==> src/rtl/core/brlm_pkg.sv <==
// Shared types and constants for the binned RMS level meter.
// No dependencies; imported by brlm_rms and binned_rms_level_meter.
package brlm_pkg;

    // Bin layout
    localparam int BINS      = 16;
    localparam int BIN_W     = $clog2(BINS);
    localparam int BIN_CNT_W = $clog2(BINS + 1);

    // Item fields and block counters
    localparam int SAMPLE_W = 16;
    localparam int BS_W     = 13;
    localparam int CH_W     = 4;
    localparam int POS_W    = 13;
    localparam int PHASE_W  = 4;
    localparam int FILL_W   = 9;
    localparam int SQ_W     = 31;
    localparam int SUM_W    = 39;
    localparam int DISP_W   = 4;

    // Frame and bin boundary products
    localparam int FEND_W = POS_W + 1 + CH_W;
    localparam int BEND_W = FILL_W + 1 + CH_W + BIN_CNT_W;

    // Levels, unsigned Q1.15
    localparam int LEVEL_W = 16;
    localparam logic [LEVEL_W-1:0] LEVEL_ONE = 16'h8000;
    localparam logic [DISP_W-1:0]  DISP_FULL = 4'd8;

    // Smoothing 0.7 / 0.3 and decay 0.85 = 17/20, all through one divide by ten
    localparam int ACC_W         = 21;
    localparam int SMOOTH_OLD_K  = 7;
    localparam int SMOOTH_NEW_K  = 3;
    localparam int DECAY_K       = 17;
    localparam int DIV10_W       = 20;
    localparam logic [DIV10_W-1:0] DIV10_MUL = 20'd838861;
    localparam int DIV10_SHIFT   = 23;
    localparam int PROD_W        = ACC_W + DIV10_W;

    // Mean and root unit
    localparam int MEAN_W = 2 * LEVEL_W;
    localparam int SREM_W = LEVEL_W + 2;
    localparam int CNT_W  = $clog2(SUM_W);

    // Register port
    localparam int PADDR_W = 3;
    localparam int PDATA_W = 32;
    localparam logic [PADDR_W-3:0] REG_CHANNEL_COUNT = '0;
    localparam logic [CH_W-1:0]    CH_RESET          = 4'd2;

    // Sequencer states
    typedef enum logic [3:0] {
        S_IDLE,
        S_EVAL,
        S_ACCUM,
        S_ROOT_START,
        S_ROOT_WAIT,
        S_SMOOTH_MUL,
        S_SMOOTH_WR,
        S_BLOCK_END,
        S_DECAY_RD,
        S_DECAY_MUL,
        S_DECAY_WR,
        S_REPORT_RD,
        S_REPORT_PUT
    } lm_state_t;

    typedef enum logic [1:0] {
        R_IDLE,
        R_DIV,
        R_SQRT,
        R_DONE
    } rms_state_t;

    // Request and response between the sequencer and the root unit
    typedef struct packed {
        logic              start;
        logic [SUM_W-1:0]  sum;
        logic [FILL_W-1:0] count;
    } rms_req_t;

    typedef struct packed {
        logic               done;
        logic [LEVEL_W-1:0] rms;
    } rms_rsp_t;

endpackage

==> src/rtl/core/brlm_rms.sv <==
// Bin RMS unit: floor(sum / count) by restoring division, then floor(sqrt).
// One quotient bit, then one root bit per cycle. Depends on brlm_pkg.
module brlm_rms
    import brlm_pkg::*;
(
    input  logic     clk,
    input  logic     rst_n,
    input  rms_req_t req,
    output rms_rsp_t rsp
);

    rms_state_t          state_reg, state_next;
    logic [CNT_W-1:0]    cnt_reg, cnt_next;
    logic [FILL_W-1:0]   div_reg, div_next;
    logic [FILL_W-1:0]   rem_reg, rem_next;
    logic [SUM_W-1:0]    quo_reg, quo_next;
    logic [SREM_W-1:0]   srem_reg, srem_next;
    logic [LEVEL_W-1:0]  root_reg, root_next;

    // Division step
    logic [FILL_W:0]     div_trial;
    logic                div_ge;
    // Root step
    logic [SREM_W+1:0]   sq_shift;
    logic [SREM_W+1:0]   sq_trial;
    logic                sq_ge;

    assign div_trial = {rem_reg, quo_reg[SUM_W-1]};
    assign div_ge    = div_trial >= {1'b0, div_reg};
    assign sq_shift  = {srem_reg, quo_reg[MEAN_W-1 -: 2]};
    assign sq_trial  = (SREM_W+2)'({root_reg, 2'b01});
    assign sq_ge     = sq_shift >= sq_trial;

    // Next state
    always_comb
    begin
        state_next = state_reg;
        case (state_reg)
            R_IDLE:
            begin
                if (req.start)
                begin
                    state_next = R_DIV;
                end
            end
            R_DIV:
            begin
                if (cnt_reg == '0)
                begin
                    state_next = R_SQRT;
                end
            end
            R_SQRT:
            begin
                if (cnt_reg == '0)
                begin
                    state_next = R_DONE;
                end
            end
            R_DONE:  state_next = R_IDLE;
            default: state_next = R_IDLE;
        endcase
    end

    // Datapath
    always_comb
    begin
        cnt_next  = cnt_reg;
        div_next  = div_reg;
        rem_next  = rem_reg;
        quo_next  = quo_reg;
        srem_next = srem_reg;
        root_next = root_reg;
        case (state_reg)
            R_IDLE:
            begin
                if (req.start)
                begin
                    cnt_next  = CNT_W'(SUM_W - 1);
                    div_next  = req.count;
                    rem_next  = '0;
                    quo_next  = req.sum;
                    srem_next = '0;
                    root_next = '0;
                end
            end
            R_DIV:
            begin
                rem_next = div_ge ? FILL_W'(div_trial - {1'b0, div_reg})
                                  : div_trial[FILL_W-1:0];
                quo_next = {quo_reg[SUM_W-2:0], div_ge};
                cnt_next = (cnt_reg == '0) ? CNT_W'(LEVEL_W - 1) : cnt_reg - CNT_W'(1);
            end
            R_SQRT:
            begin
                srem_next = sq_ge ? SREM_W'(sq_shift - sq_trial) : SREM_W'(sq_shift);
                root_next = {root_reg[LEVEL_W-2:0], sq_ge};
                quo_next  = {quo_reg[SUM_W-3:0], 2'b00};
                cnt_next  = cnt_reg - CNT_W'(1);
            end
            default:
            begin
                cnt_next = cnt_reg;
            end
        endcase
    end

    // Outputs
    always_comb
    begin
        rsp.done = (state_reg == R_DONE);
        rsp.rms  = root_reg;
    end

    // Control registers
    always_ff @(posedge clk or negedge rst_n)
    begin
        if (!rst_n)
        begin
            state_reg <= R_IDLE;
            cnt_reg   <= '0;
        end
        else
        begin
            state_reg <= state_next;
            cnt_reg   <= cnt_next;
        end
    end

    // Operand registers
    always_ff @(posedge clk)
    begin
        div_reg  <= div_next;
        rem_reg  <= rem_next;
        quo_reg  <= quo_next;
        srem_reg <= srem_next;
        root_reg <= root_next;
    end

    // Checks
    a_start_idle: assert property (@(posedge clk) disable iff (!rst_n)
        req.start |-> (state_reg == R_IDLE))
        else $error("root unit started while busy");

    a_div_nonzero: assert property (@(posedge clk) disable iff (!rst_n)
        (state_reg == R_DIV) |-> (div_reg != '0))
        else $error("division by an empty bin");

    a_rem_bound: assert property (@(posedge clk) disable iff (!rst_n)
        (state_reg == R_DIV) |-> (rem_reg < div_reg))
        else $error("division remainder out of range");

    a_root_bound: assert property (@(posedge clk) disable iff (!rst_n)
        rsp.done |-> (rsp.rms <= LEVEL_ONE))
        else $error("bin RMS above full scale");

endmodule

==> src/rtl/core/binned_rms_level_meter.sv <==
// Binned RMS level meter: bin levels in a 16 x 16 synchronous RAM, one sequencer.
// A sample item is evaluated and accumulated; one that closes a bin adds a divide, a root
// and a read-modify-write of its level. The last sample adds a possible bin close, a decay
// of each open bin, a report of every bin and any output stall. Results follow in order.
// Reset: levels read as zero through per-entry valid bits, no clearing pass; counters cleared.
// Depends on brlm_pkg and brlm_rms.
module binned_rms_level_meter
    import brlm_pkg::*;
(
    input  logic                       clk,
    input  logic                       rst_n,
    // Register port
    input  logic                       psel,
    input  logic                       penable,
    input  logic                       pwrite,
    input  logic [PADDR_W-1:0]         paddr,
    input  logic [PDATA_W-1:0]         pwdata,
    output logic [PDATA_W-1:0]         prdata,
    output logic                       pready,
    // Input items
    input  logic                       item_valid,
    output logic                       item_stall,
    input  logic                       cmd,
    input  logic signed [SAMPLE_W-1:0] sample,
    input  logic [BS_W-1:0]            block_samples,
    input  logic                       last_sample,
    // Result items
    output logic                       result_valid,
    input  logic                       result_stall,
    output logic [BIN_W-1:0]           bin_number,
    output logic [DISP_W-1:0]          display_level,
    output logic                       final_bin
);

    lm_state_t state_reg, state_next;

    // Configuration
    logic [CH_W-1:0]  ch_reg;
    logic [CH_W-1:0]  ch_eff;
    logic             reg_sel;

    // Latched item
    logic signed [SAMPLE_W-1:0] sample_reg, sample_next;
    logic [BS_W-1:0]            bs_reg, bs_next;
    logic                       last_reg, last_next;

    // Block state
    logic [PHASE_W-1:0]   phase_reg, phase_next;
    logic [POS_W-1:0]     fpos_reg, fpos_next;
    logic [FILL_W-1:0]    fill_reg, fill_next;
    logic [SUM_W-1:0]     sum_reg, sum_next;
    logic [BIN_CNT_W-1:0] cur_bin_reg, cur_bin_next;
    logic [BIN_W-1:0]     rep_idx_reg, rep_idx_next;

    // Per-item working registers
    logic [SQ_W-1:0]   sq_reg, sq_next;
    logic              take_reg, take_next;
    logic              close_reg, close_next;
    logic [PROD_W-1:0] prod_reg, prod_next;

    // Output register
    logic              out_valid_reg, out_valid_next;
    logic [BIN_W-1:0]  out_bin_reg, out_bin_next;
    logic [DISP_W-1:0] out_disp_reg, out_disp_next;
    logic              out_final_reg, out_final_next;

    // Level memory with valid bits
    logic [LEVEL_W-1:0] lvl_mem [BINS];
    logic [BINS-1:0]    level_valid_reg;
    logic [LEVEL_W-1:0] lvl_rdata_reg;
    logic               lvl_rvalid_reg;
    logic [BIN_W-1:0]   lvl_raddr;
    logic               lvl_we;
    logic [LEVEL_W-1:0] lvl_wdata;
    logic               clear_all;

    // Datapath terms
    logic                            item_take;
    logic                            out_free;
    logic [LEVEL_W-1:0]              lvl_old;
    logic                            frames_nz;
    logic                            bin_open;
    logic [POS_W:0]                  pos_inc;
    logic [FEND_W-1:0]               frame_end;
    logic                            take_now;
    logic [FILL_W:0]                 fill_inc2;
    logic [BEND_W-1:0]               bin_end;
    logic                            close_now;
    logic signed [2*SAMPLE_W-1:0]    square;
    logic [PHASE_W:0]                phase_inc;
    logic [ACC_W-1:0]                smooth_acc;
    logic [ACC_W-1:0]                decay_acc;
    logic [ACC_W-1:0]                acc_in;
    logic [PROD_W-DIV10_SHIFT-1:0]   smooth_q;
    logic [LEVEL_W-1:0]              smooth_lvl;
    logic [LEVEL_W-1:0]              decay_lvl;
    logic [DISP_W-1:0]               disp;

    rms_req_t rms_req;
    rms_rsp_t rms_rsp;

    // Register port
    assign pready  = 1'b1;
    assign reg_sel = (paddr[PADDR_W-1:2] == REG_CHANNEL_COUNT);
    assign prdata  = reg_sel ? {{(PDATA_W-CH_W){1'b0}}, ch_reg} : '0;

    always_ff @(posedge clk or negedge rst_n)
    begin
        if (!rst_n)
        begin
            ch_reg <= CH_RESET;
        end
        else if (psel && penable && pwrite && reg_sel)
        begin
            ch_reg <= pwdata[CH_W-1:0];
        end
    end

    // Common terms
    assign ch_eff    = (ch_reg == '0) ? CH_W'(1) : ch_reg;
    assign item_take = item_valid && !item_stall;
    assign out_free  = !out_valid_reg || !result_stall;
    assign lvl_old   = lvl_rvalid_reg ? lvl_rdata_reg : '0;
    assign frames_nz = bs_reg >= BS_W'(ch_eff);
    assign bin_open  = cur_bin_reg < BIN_CNT_W'(BINS);

    // Frame within the block: (position + 1) * channels <= block samples
    assign pos_inc   = {1'b0, fpos_reg} + (POS_W+1)'(1);
    assign frame_end = FEND_W'(pos_inc) * FEND_W'(ch_eff);
    assign take_now  = (phase_reg == '0) && (frame_end <= FEND_W'(bs_reg));

    // Bin closes once fill reaches max(1, frames / BINS)
    assign fill_inc2 = {1'b0, fill_reg} + (FILL_W+1)'(2);
    assign bin_end   = BEND_W'(fill_inc2) * BEND_W'(ch_eff) * BEND_W'(BINS);
    assign close_now = take_now && bin_open && (BEND_W'(bs_reg) < bin_end);

    assign square    = sample_reg * sample_reg;
    assign phase_inc = {1'b0, phase_reg} + (PHASE_W+1)'(1);

    // Shared divide-by-ten multiplier operands
    assign smooth_acc = ACC_W'(lvl_old) * ACC_W'(SMOOTH_OLD_K)
                      + ACC_W'(rms_rsp.rms) * ACC_W'(SMOOTH_NEW_K);
    assign decay_acc  = ACC_W'(lvl_old) * ACC_W'(DECAY_K);
    assign acc_in     = (state_reg == S_SMOOTH_MUL) ? smooth_acc : decay_acc;

    assign smooth_q   = prod_reg[PROD_W-1:DIV10_SHIFT];
    assign smooth_lvl = (smooth_q > (PROD_W-DIV10_SHIFT)'(LEVEL_ONE)) ? LEVEL_ONE
                                                                      : smooth_q[LEVEL_W-1:0];
    // 17/20: divide by ten, then halve
    assign decay_lvl  = prod_reg[DIV10_SHIFT+1 +: LEVEL_W];

    // Display value, 8 only at full scale
    assign disp = (lvl_old >= LEVEL_ONE) ? DISP_FULL : DISP_W'(lvl_old[LEVEL_W-2 -: 3]);

    // Root unit
    assign rms_req.start = (state_reg == S_ROOT_START);
    assign rms_req.sum   = sum_reg;
    assign rms_req.count = fill_reg;

    brlm_rms u_rms (
        .clk   (clk),
        .rst_n (rst_n),
        .req   (rms_req),
        .rsp   (rms_rsp)
    );

    // Next state
    always_comb
    begin
        state_next = state_reg;
        case (state_reg)
            S_IDLE:
            begin
                if (item_take && !cmd)
                begin
                    state_next = S_EVAL;
                end
            end
            S_EVAL:  state_next = S_ACCUM;
            S_ACCUM:
            begin
                if (close_reg)
                begin
                    state_next = S_ROOT_START;
                end
                else if (last_reg)
                begin
                    state_next = S_BLOCK_END;
                end
                else
                begin
                    state_next = S_IDLE;
                end
            end
            S_ROOT_START: state_next = S_ROOT_WAIT;
            S_ROOT_WAIT:
            begin
                if (rms_rsp.done)
                begin
                    state_next = S_SMOOTH_MUL;
                end
            end
            S_SMOOTH_MUL: state_next = S_SMOOTH_WR;
            S_SMOOTH_WR:  state_next = last_reg ? S_BLOCK_END : S_IDLE;
            S_BLOCK_END:
            begin
                if (frames_nz && bin_open && (fill_reg != '0))
                begin
                    state_next = S_ROOT_START;
                end
                else if (frames_nz && bin_open)
                begin
                    state_next = S_DECAY_RD;
                end
                else
                begin
                    state_next = S_REPORT_RD;
                end
            end
            S_DECAY_RD:  state_next = S_DECAY_MUL;
            S_DECAY_MUL: state_next = S_DECAY_WR;
            S_DECAY_WR:
            begin
                if (cur_bin_reg == BIN_CNT_W'(BINS - 1))
                begin
                    state_next = S_REPORT_RD;
                end
                else
                begin
                    state_next = S_DECAY_RD;
                end
            end
            S_REPORT_RD: state_next = S_REPORT_PUT;
            S_REPORT_PUT:
            begin
                if (out_free)
                begin
                    state_next = (rep_idx_reg == BIN_W'(BINS - 1)) ? S_IDLE : S_REPORT_RD;
                end
            end
            default: state_next = S_IDLE;
        endcase
    end

    // Outputs and datapath
    always_comb
    begin
        item_stall     = (state_reg != S_IDLE);
        clear_all      = 1'b0;
        lvl_we         = 1'b0;
        lvl_wdata      = smooth_lvl;
        lvl_raddr      = cur_bin_reg[BIN_W-1:0];

        sample_next    = sample_reg;
        bs_next        = bs_reg;
        last_next      = last_reg;
        phase_next     = phase_reg;
        fpos_next      = fpos_reg;
        fill_next      = fill_reg;
        sum_next       = sum_reg;
        cur_bin_next   = cur_bin_reg;
        rep_idx_next   = rep_idx_reg;
        sq_next        = sq_reg;
        take_next      = take_reg;
        close_next     = close_reg;
        prod_next      = prod_reg;

        out_valid_next = out_valid_reg && result_stall;
        out_bin_next   = out_bin_reg;
        out_disp_next  = out_disp_reg;
        out_final_next = out_final_reg;

        case (state_reg)
            S_IDLE:
            begin
                if (item_take)
                begin
                    clear_all   = cmd;
                    sample_next = sample;
                    bs_next     = block_samples;
                    last_next   = last_sample;
                end
            end
            S_EVAL:
            begin
                sq_next    = square[SQ_W-1:0];
                take_next  = take_now;
                close_next = close_now;
            end
            S_ACCUM:
            begin
                phase_next = (phase_inc >= (PHASE_W+1)'(ch_eff)) ? '0
                                                                 : phase_inc[PHASE_W-1:0];
                if (take_reg)
                begin
                    fpos_next = fpos_reg + POS_W'(1);
                    if (bin_open)
                    begin
                        sum_next  = sum_reg + SUM_W'(sq_reg);
                        fill_next = fill_reg + FILL_W'(1);
                    end
                end
            end
            S_SMOOTH_MUL, S_DECAY_MUL:
            begin
                prod_next = PROD_W'(acc_in) * PROD_W'(DIV10_MUL);
            end
            S_SMOOTH_WR:
            begin
                lvl_we       = 1'b1;
                lvl_wdata    = smooth_lvl;
                cur_bin_next = cur_bin_reg + BIN_CNT_W'(1);
                fill_next    = '0;
                sum_next     = '0;
            end
            S_DECAY_WR:
            begin
                lvl_we       = 1'b1;
                lvl_wdata    = decay_lvl;
                cur_bin_next = cur_bin_reg + BIN_CNT_W'(1);
            end
            S_REPORT_RD:
            begin
                lvl_raddr = rep_idx_reg;
            end
            S_REPORT_PUT:
            begin
                lvl_raddr = rep_idx_reg;
                if (out_free)
                begin
                    out_valid_next = 1'b1;
                    out_bin_next   = rep_idx_reg;
                    out_disp_next  = disp;
                    out_final_next = (rep_idx_reg == BIN_W'(BINS - 1));
                    if (rep_idx_reg == BIN_W'(BINS - 1))
                    begin
                        // End of block: counters and sum back to zero
                        rep_idx_next = '0;
                        phase_next   = '0;
                        fpos_next    = '0;
                        fill_next    = '0;
                        sum_next     = '0;
                        cur_bin_next = '0;
                    end
                    else
                    begin
                        rep_idx_next = rep_idx_reg + BIN_W'(1);
                    end
                end
            end
            default:
            begin
                lvl_we = 1'b0;
            end
        endcase
    end

    assign result_valid  = out_valid_reg;
    assign bin_number    = out_bin_reg;
    assign display_level = out_disp_reg;
    assign final_bin     = out_final_reg;

    // Level RAM, one write and one registered read per cycle. A write cycle also reads the
    // entry it writes, but that read is never used, so no forwarding is needed.
    always_ff @(posedge clk)
    begin
        if (lvl_we)
        begin
            lvl_mem[cur_bin_reg[BIN_W-1:0]] <= lvl_wdata;
        end
        lvl_rdata_reg  <= lvl_mem[lvl_raddr];
        lvl_rvalid_reg <= level_valid_reg[lvl_raddr];
    end

    // Valid bits: an entry never written since reset or clear reads as zero
    always_ff @(posedge clk or negedge rst_n)
    begin
        if (!rst_n)
        begin
            level_valid_reg <= '0;
        end
        else if (clear_all)
        begin
            level_valid_reg <= '0;
        end
        else if (lvl_we)
        begin
            level_valid_reg[cur_bin_reg[BIN_W-1:0]] <= 1'b1;
        end
    end

    // Control and block state
    always_ff @(posedge clk or negedge rst_n)
    begin
        if (!rst_n)
        begin
            state_reg     <= S_IDLE;
            phase_reg     <= '0;
            fpos_reg      <= '0;
            fill_reg      <= '0;
            sum_reg       <= '0;
            cur_bin_reg   <= '0;
            rep_idx_reg   <= '0;
            out_valid_reg <= 1'b0;
        end
        else
        begin
            state_reg     <= state_next;
            phase_reg     <= phase_next;
            fpos_reg      <= fpos_next;
            fill_reg      <= fill_next;
            sum_reg       <= sum_next;
            cur_bin_reg   <= cur_bin_next;
            rep_idx_reg   <= rep_idx_next;
            out_valid_reg <= out_valid_next;
        end
    end

    // Payload registers
    always_ff @(posedge clk)
    begin
        sample_reg    <= sample_next;
        bs_reg        <= bs_next;
        last_reg      <= last_next;
        sq_reg        <= sq_next;
        take_reg      <= take_next;
        close_reg     <= close_next;
        prod_reg      <= prod_next;
        out_bin_reg   <= out_bin_next;
        out_disp_reg  <= out_disp_next;
        out_final_reg <= out_final_next;
    end

    // Checks
    a_final_last_bin: assert property (@(posedge clk) disable iff (!rst_n)
        (result_valid && final_bin) |-> (bin_number == BIN_W'(BINS - 1)))
        else $error("final flag on a bin other than the last");

    a_bin_range: assert property (@(posedge clk) disable iff (!rst_n)
        cur_bin_reg <= BIN_CNT_W'(BINS))
        else $error("current bin beyond the bin count");

    a_level_range: assert property (@(posedge clk) disable iff (!rst_n)
        lvl_we |-> (lvl_wdata <= LEVEL_ONE))
        else $error("level written above full scale");

    a_block_cleared: assert property (@(posedge clk) disable iff (!rst_n)
        (state_reg == S_REPORT_PUT && state_next == S_IDLE) |=>
        (fpos_reg == '0 && fill_reg == '0 && cur_bin_reg == '0 && sum_reg == '0))
        else $error("block counters not cleared after report");

    a_sample_eval: assert property (@(posedge clk) disable iff (!rst_n)
        (item_take && !cmd) |=> (state_reg == S_EVAL))
        else $error("accepted sample item not evaluated");

endmodule
==> config.mk <==
export PLATFORM = sky130hd
export DESIGN_NAME = binned_rms_level_meter
export DESIGN_NICKNAME = d
export VERILOG_FILES = /design/src/rtl/core/brlm_pkg.sv /design/src/rtl/core/brlm_rms.sv /design/src/rtl/core/binned_rms_level_meter.sv
export SDC_FILE = /design/constraint.sdc
export NUM_CORES = 2
export LEC_CHECK = 0
export ABC_CLOCK_PERIOD_IN_PS = 9950
export BUFFER_PORTS_ARGS = -buffer_cell sky130_fd_sc_hd__clkbuf_2
export CAP_MARGIN = 20
export CORE_ASPECT_RATIO = 1.25
export CORE_MARGIN = 2
export CORE_UTILIZATION = 25
export DETAILED_ROUTE_END_ITERATION = 12
export PLACE_DENSITY = 0.37
export SYNTH_ARGS = -nofsm -noshare
export SYNTH_HDL_FRONTEND = slang
export SYNTH_SLANG_ARGS = --single-unit
==> constraint.sdc <==
create_clock -name clk -period 9.95 [get_ports clk]
set_input_delay 1.99 -clock clk [delete_from_list [all_inputs] [get_ports clk]]
set_output_delay 1.99 -clock clk [all_outputs]
set_load 0.005 [all_outputs]
==> Yosys cells after proc, flatten, opt, wreduce, memory -nomap -nowiden <==
Memory sizes are Yosys's and may differ from the RTL's. A register that Yosys moved wholly into a read port is not among the register bits.
Index checks and enable logic that the tools add are counted.
{ "totals": {"ff_bits": 312, "latch_bits": 0, "ram_bits": 256, "mem_bits_ro": 0, "inputBits": 73, "out_inout_bits": 44, "word_cells": 205, "memories": 1} }
{ "mem_list": {"columns": ["memory", "depth", "word_bits", "read_ports", "rd_clocked_by_memory_dff", "write_ports", "line", "text"], "rows": [
  ["lvl_mem", 16, 16, 1, 1, 1, "binned_rms_level_meter.sv:68", "logic [LEVEL_W-1:0] lvl_mem [BINS];"]
]} }
{ "classes": {"n_addsub": 12, "n_mul": 7, "div_mod_pow": 0, "n_lt_le_gt_ge": 12, "n_eq_ne": 26, "shift": 0, "muxes": 70, "n_bitwise": 2, "reduce_logical": 46} }
{ "ops": {"columns": ["op", "n"], "rows": [
  ["39-bit one-hot mux with 3 select lines", 2],
  ["39-bit two-way mux", 5],
  ["16-bit two-way mux", 6],
  ["9-bit two-way mux", 6],
  ["4-bit two-way mux", 13],
  ["4-bit one-hot mux with 13 select lines", 1],
  ["21-bit by 20-bit multiplier with 41-bit output, second input constant", 1],
  ["39-bit by 31-bit adder with 39-bit output", 1],
  ["13-bit two-way mux", 3],
  ["18-bit two-way mux", 2],
  ["18-bit one-hot mux with 2 select lines", 1],
  ["16-bit one-hot mux with 2 select lines", 1],
  ["16-bit by 16-bit multiplier with 31-bit output", 1],
  ["9-bit one-hot mux with 3 select lines", 1],
  ["13-bit one-hot mux with 2 select lines", 1],
  ["4-bit equality test, second input constant", 6],
  ["16-bit by 5-bit multiplier with 21-bit output, second input constant", 1],
  ["21-bit two-way mux", 1],
  ["19-bit by 18-bit adder with 20-bit output", 1],
  ["20-bit by 18-bit greater-or-equal comparator with 1-bit output", 1],
  ["16-bit by 3-bit multiplier with 19-bit output, second input constant", 1],
  ["18-bit by 16-bit greater-than comparator with 1-bit output, second input constant", 1],
  ["18-bit by 13-bit less-or-equal comparator with 1-bit output", 1],
  ["13-bit by 18-bit < comparator with 1-bit output", 1],
  ["57 further kinds", 116]
]} }

==> Logic depth before layout (Yosys ltp) <==
{ "depth": {"ltp_word": 7, "depth_mapped": 40, "ltp_nobuf": 39} }

==> By module <==
From an unflattened synthesis, not the netlist that was laid out.
{ "hier_totals": {"cells_unflattened": 4383, "hier_area_um2": 47789.6} }
{ "modules_own_cells": {"columns": ["mod", "instances", "cells_each", "area_each_um2", "seq_area_each_um2"], "rows": [
  ["binned_rms_level_meter", 1, 3823, 42040.3, 13178.9],
  ["brlm_rms", 1, 560, 5749.3, 2932.8]
]} }

==> Least setup slack after synthesis <==
No wires, ideal clock.
{ "synth_timing": {"path_kind": "register to register", "from": "register lvl_rvalid_reg", "to": "register prod_reg[40] (data pin)", "setup_time_ns": 0.266, "arrival_ns": 9.798, "required_ns": 9.684, "setup_slack_ns": -0.114, "path_stages_with_launch": 38, "cell_sequence": "dfxtp_1 -> clkbuf_1 -> and2_1 -> fa_1 -> inv_1 -> fa_1 -> inv_1 -> ha_1 -> xnor2_1 -> fa_1 -> a21o_1 -> a21oi_1 -> o21ai_1 -> a2111oi_2 -> nor3_1 -> o21ai_0 -> nand2b_1 -> or4_1 -> [2 not listed] -> ha_1 -> inv_1 -> fa_1 -> inv_1 -> fa_1 -> fa_1 -> fa_1 -> fa_1 -> ha_1 -> a21o_1 -> a21o_1 -> a221oi_2 -> a21boi_0 -> a31oi_1 -> a21o_1 -> a221o_1 -> nor4_1 -> nor3_1"} }
{ "synth_between": {"elab_chain_cells": 5} }
{ "synth_rtl": {"columns": ["item", "line", "text"], "rows": [
  ["start, declared", "binned_rms_level_meter.sv:71", "logic lvl_rvalid_reg;"],
  ["start signal, assigned", "binned_rms_level_meter.sv:372", "lvl_rvalid_reg <= level_valid_reg[lvl_raddr];"],
  ["16-bit two-way mux (*)", "binned_rms_level_meter.sv:123", "assign lvl_old = lvl_rvalid_reg ? lvl_rdata_reg : '0;"],
  ["16-bit by 3-bit multiplier with 19-bit output", "binned_rms_level_meter.sv:141", "assign smooth_acc = ACC_W'(lvl_old) * ACC_W'(SMOOTH_OLD_K)"],
  ["19-bit by 18-bit adder with 20-bit output", "binned_rms_level_meter.sv:142", "+ ACC_W'(rms_rsp.rms) * ACC_W'(SMOOTH_NEW_K);"],
  ["21-bit two-way mux (*)", "binned_rms_level_meter.sv:144", "assign acc_in = (state_reg == S_SMOOTH_MUL) ? smooth_acc : decay_acc;"],
  ["21-bit by 20-bit multiplier with 41-bit output (*)", "binned_rms_level_meter.sv:306", "prod_next = PROD_W'(acc_in) * PROD_W'(DIV10_MUL);"],
  ["end signal, assigned", "binned_rms_level_meter.sv:428", "prod_reg <= prod_next;"],
  ["end, declared", "binned_rms_level_meter.sv:59", "logic [PROD_W-1:0] prod_reg, prod_next;"]
]} }
Mark *: on every way between the ends. The rest lies on a longest branch, timed or not.
A chain may end at the register's enable or synchronous reset.

==> Worst setup path in the final report <==
Ends and elaborated chain as after synthesis.

==> results_dict.tcl <==
set metrics [dict create \
    holdWs_ns 0.4970 \
    rsz0062_at_grt "yes" \
    clk_path_buf_depth 3 \
    synthArstFlopShare_pct 19.11 \
    antenna_found_initial 4 \
    hold_violations 0 \
    max_slew_margin_pct 27.95 \
    hold_class "flip-flop to flip-flop" \
    hpwlAfterDp_um 98770 \
    synthDistinctLibCells 87 \
    max-vdd-ir-drop_uv 121.2 \
    cts-buffers-inserted 71 \
    die-area_um2 193400 \
    vias_per_cell 4.366 \
    cts_sinks 560 \
    clock_latency_ns 0.66 \
    crit_type "flip-flop to flip-flop" \
    powerDensity_nw_per_um2 97.68 \
    drt_wl_total_um 129600 \
    critPathRequiredTime_ns 10.31 \
    cts_root_buf "clkbuf_16" \
    power_leakage_nw 23.35 \
    final_max_slew_viol_count 0 \
    fp.dieH_um 491.1 \
    yosysSeqAreaShare_pct 33.95 \
    synthAdderAreaFrac_pct 32.28 \
    grt_usage_pct 13.57 \
    tns_ns 0 \
    tritoncts "done" \
    synth_top_family_by_area "adder cells" \
    cp-end-kind "flip-flop" \
    ios 117 \
    cap_violations 0 \
    n_fill_cell 19670 \
    worstMarginPinSlew_ns 1.058 \
    drt_pass1_iterations 5 \
    postSynthAreaPerCell_um2 10.87 \
    path_max_fanout 4 \
    slowest_delay_ns 0.54 \
    cp_common_cell "fa_1" \
    place_ws_ns -0.5788 \
    grt_pass1_vias 34690 \
    synth_seq_cells 560 \
    slowest_stage "fa_1" \
    num_rows 178 \
    htree_num_levels 3 \
    fin_crit_ns 9.752 \
    wl_per_cell_um 18.01 \
    fin_area_um2 55080 \
    cts_hold_buffers 0 \
    io_buffers 57 \
    setup_viol_count_final 0 \
    outcome "finished clean" \
    period_share_pct 98.01 \
    synthMuxAreaShare_pct 3.968 \
    globalplace.congestion 0.7898 \
    grt-ovfl-total 0 \
    fmax_mhz 102.5 \
    die-width_um 393.7 \
    largest_reg_flops 256 \
    synth-edff-count 436 \
    critPathArrivalTime_ns 10.12 \
    area_growth_syn_to_layout_pct 16.06 \
    synthesis.area_um2 47460 \
    setup.worst_path.start_class "flip-flop" \
    synth_ff_type "edfxtp_1" \
    ant_nets 0 \
    finClkSkew_ns 0.05346 \
    synthCells 4366 \
    drc 0 \
    totalPowerFinal_mw 5.381 \
    grt_pass1_wl_um 204000 \
    path_clk_slew_ns 0.06 \
    synth_compound_area_share_pct 9.533 \
    coreArea_um2 188400 \
    vias 31420 \
    fin_nets 5639 \
    drive_above_1_share_pct 13.07 \
    yosys_warnings 0 \
    dpl_cell_area_um2 52270 \
    initial_utilization_pct 25.19 \
    crit_family "adder cells" \
    path_buf_inv 6 \
    drt-initial-drc-count 1281 \
    grt_max_degree 85 \
    setup_slack_ns 0.1975 \
    synth-simple-area-share_pct 9.680 \
    synth-xor-area-share_pct 3.266 \
]
-- layout make-up --
cell class	instances	area, um^2	area share (%)
diodes	1	2.502	0.004543
clock buffers	99	2067	3.752
clock inverters	31	262.8	0.4770
inverters	738	2770	5.029
multi-input cells	2950	28600	51.92
flip-flops and latches	560	16120	29.26
well taps	2520	3153	5.724
repair buffers	297	2112	3.834
-- per-stage QoR --
stage | cells | util [%]
6_report | 7196 | 29.24
5_1_grt | 7195 | 29.23
4_1_cts | 7192 | 29.11
3_5_place_dp | 7058 | 27.74
3_3_place_gp | 7057 | 27.74
2_1_floorplan | 4393 | -
-- final timing paths --
path | from | cells past startpoint | slack, ns | to
max | lvl_rvalid_reg | 38 | 0.20 | prod_reg[40]
min | level_valid_reg[0] | 2 | 0.50 | level_valid_reg[0]
max reg2reg | lvl_rvalid_reg | 38 | 0.20 | prod_reg[40]
min reg2reg | level_valid_reg[0] | 2 | 0.50 | level_valid_reg[0]
max in group asynchronous | rst_n | 2 | 7.14 | cur_bin_reg[3]
min in group asynchronous | rst_n | 1 | 1.34 | ch_reg[2]
-- cell usage after synthesis, types with 23 or more instances --
master    count  share of area [%]
inv_1       733                5.8
ha_1        487                 13
fa_1        461                 19
edfxtp_1    436                 28
nand2_1     318                2.5
nor2_1      276                2.2
a21oi_1     199                2.1
o21ai_0     169                1.8
xnor2_1     115                2.1
dfrtp_1     106                5.6
and2_1       96                1.3
clkbuf_1     94               0.74
a21o_1       70                1.1
mux4_2       68                3.2
xor2_1       62                1.1
nand3_1      57               0.60
nor3_1       52               0.55
nand2b_1     43               0.57
a22oi_1      39               0.62
buf_4        35               0.55
a31oi_1      32               0.42
a211oi_1     30               0.47
and3_1       28               0.37
nor2b_1      28               0.37
nand4_1      26               0.34
mux2i_1      25               0.53
o21a_1       23               0.36
-- metal layers --
| layer | track usage [%] | part of all wire, % |
|---|---|---|
| met1 | 16.49 | 43 |
| met2 | 24.92 | 52 |
| met3 | 1.572 | 2.5 |
| met4 | 4.078 | 2.7 |
| met5 | 0 | 0.010 |
-- cell usage in the layout (no fill, tap or decap), types with 15 or more instances in the layout --
cell and instances:
conb_1 29, nand2_1 318, buf_4 236, a21o_1 69
xor2_1 61, and3_1 27, nand3_1 57, inv_1 727
fa_1 450, ha_1 468, mux4_2 68, and2_1 93
dfxtp_1 16, edfxtp_1 436, nor2b_1 28, a22o_1 22
o21bai_1 18, nor3_1 44, nand4_1 26, a21oi_1 189
a31oi_1 31, nand2b_1 43, ha_4 15, o21ai_0 161
mux2i_1 20, dfrtp_1 106, clkbuf_16 75, nor2_1 262
a22oi_1 39, clkbuf_2 57, xnor2_1 114, o21a_1 21
a211oi_1 30
-- worst reg2reg max path, delay by kind of cell, from the launching register on --
kind	cells	cell delay, ns
adders and majority gates	12	4.90
AOI/OAI and AO/OA	12	2.61
and+or+nand+nor	7	1.22
DFF	1	0.36
buffers and inverters	6	0.27
xor gates and xnor gates	1	0.15
-- report_power, final --
| part | internal, mW | switching [mW] | leakage (nW) |
|---|---|---|---|
| Sequential | 2.50 | 0.00966 | 4.66 |
| Combinational | 0.101 | 0.170 | 17.6 |
| Clock | 1.53 | 1.07 | 1.13 |
| Total | 4.13 | 1.25 | 23.3 |
-- repair_timing --
action,CTS,global route
buffers inserted,4,1
resized for setup,50,40
pin swaps,35,44
setup endpoints to repair,17,14
-- kinds of logic (layout without fill, tap and decap cells) --
kind of cell / Yosys count / count (layout)
XOR/XNOR: 177 / 177
AO/OA/AOI/OAI: 709 / 709
AND/OR/NAND/NOR: 986 / 986
buffers and inverters: 883 / 1165
other: 2 / 30
multiplexers: 101 / 101
adder cells (fa/ha/maj): 948 / 948
flip-flops: 560 / 560
(Power assumes the default switching activity.)
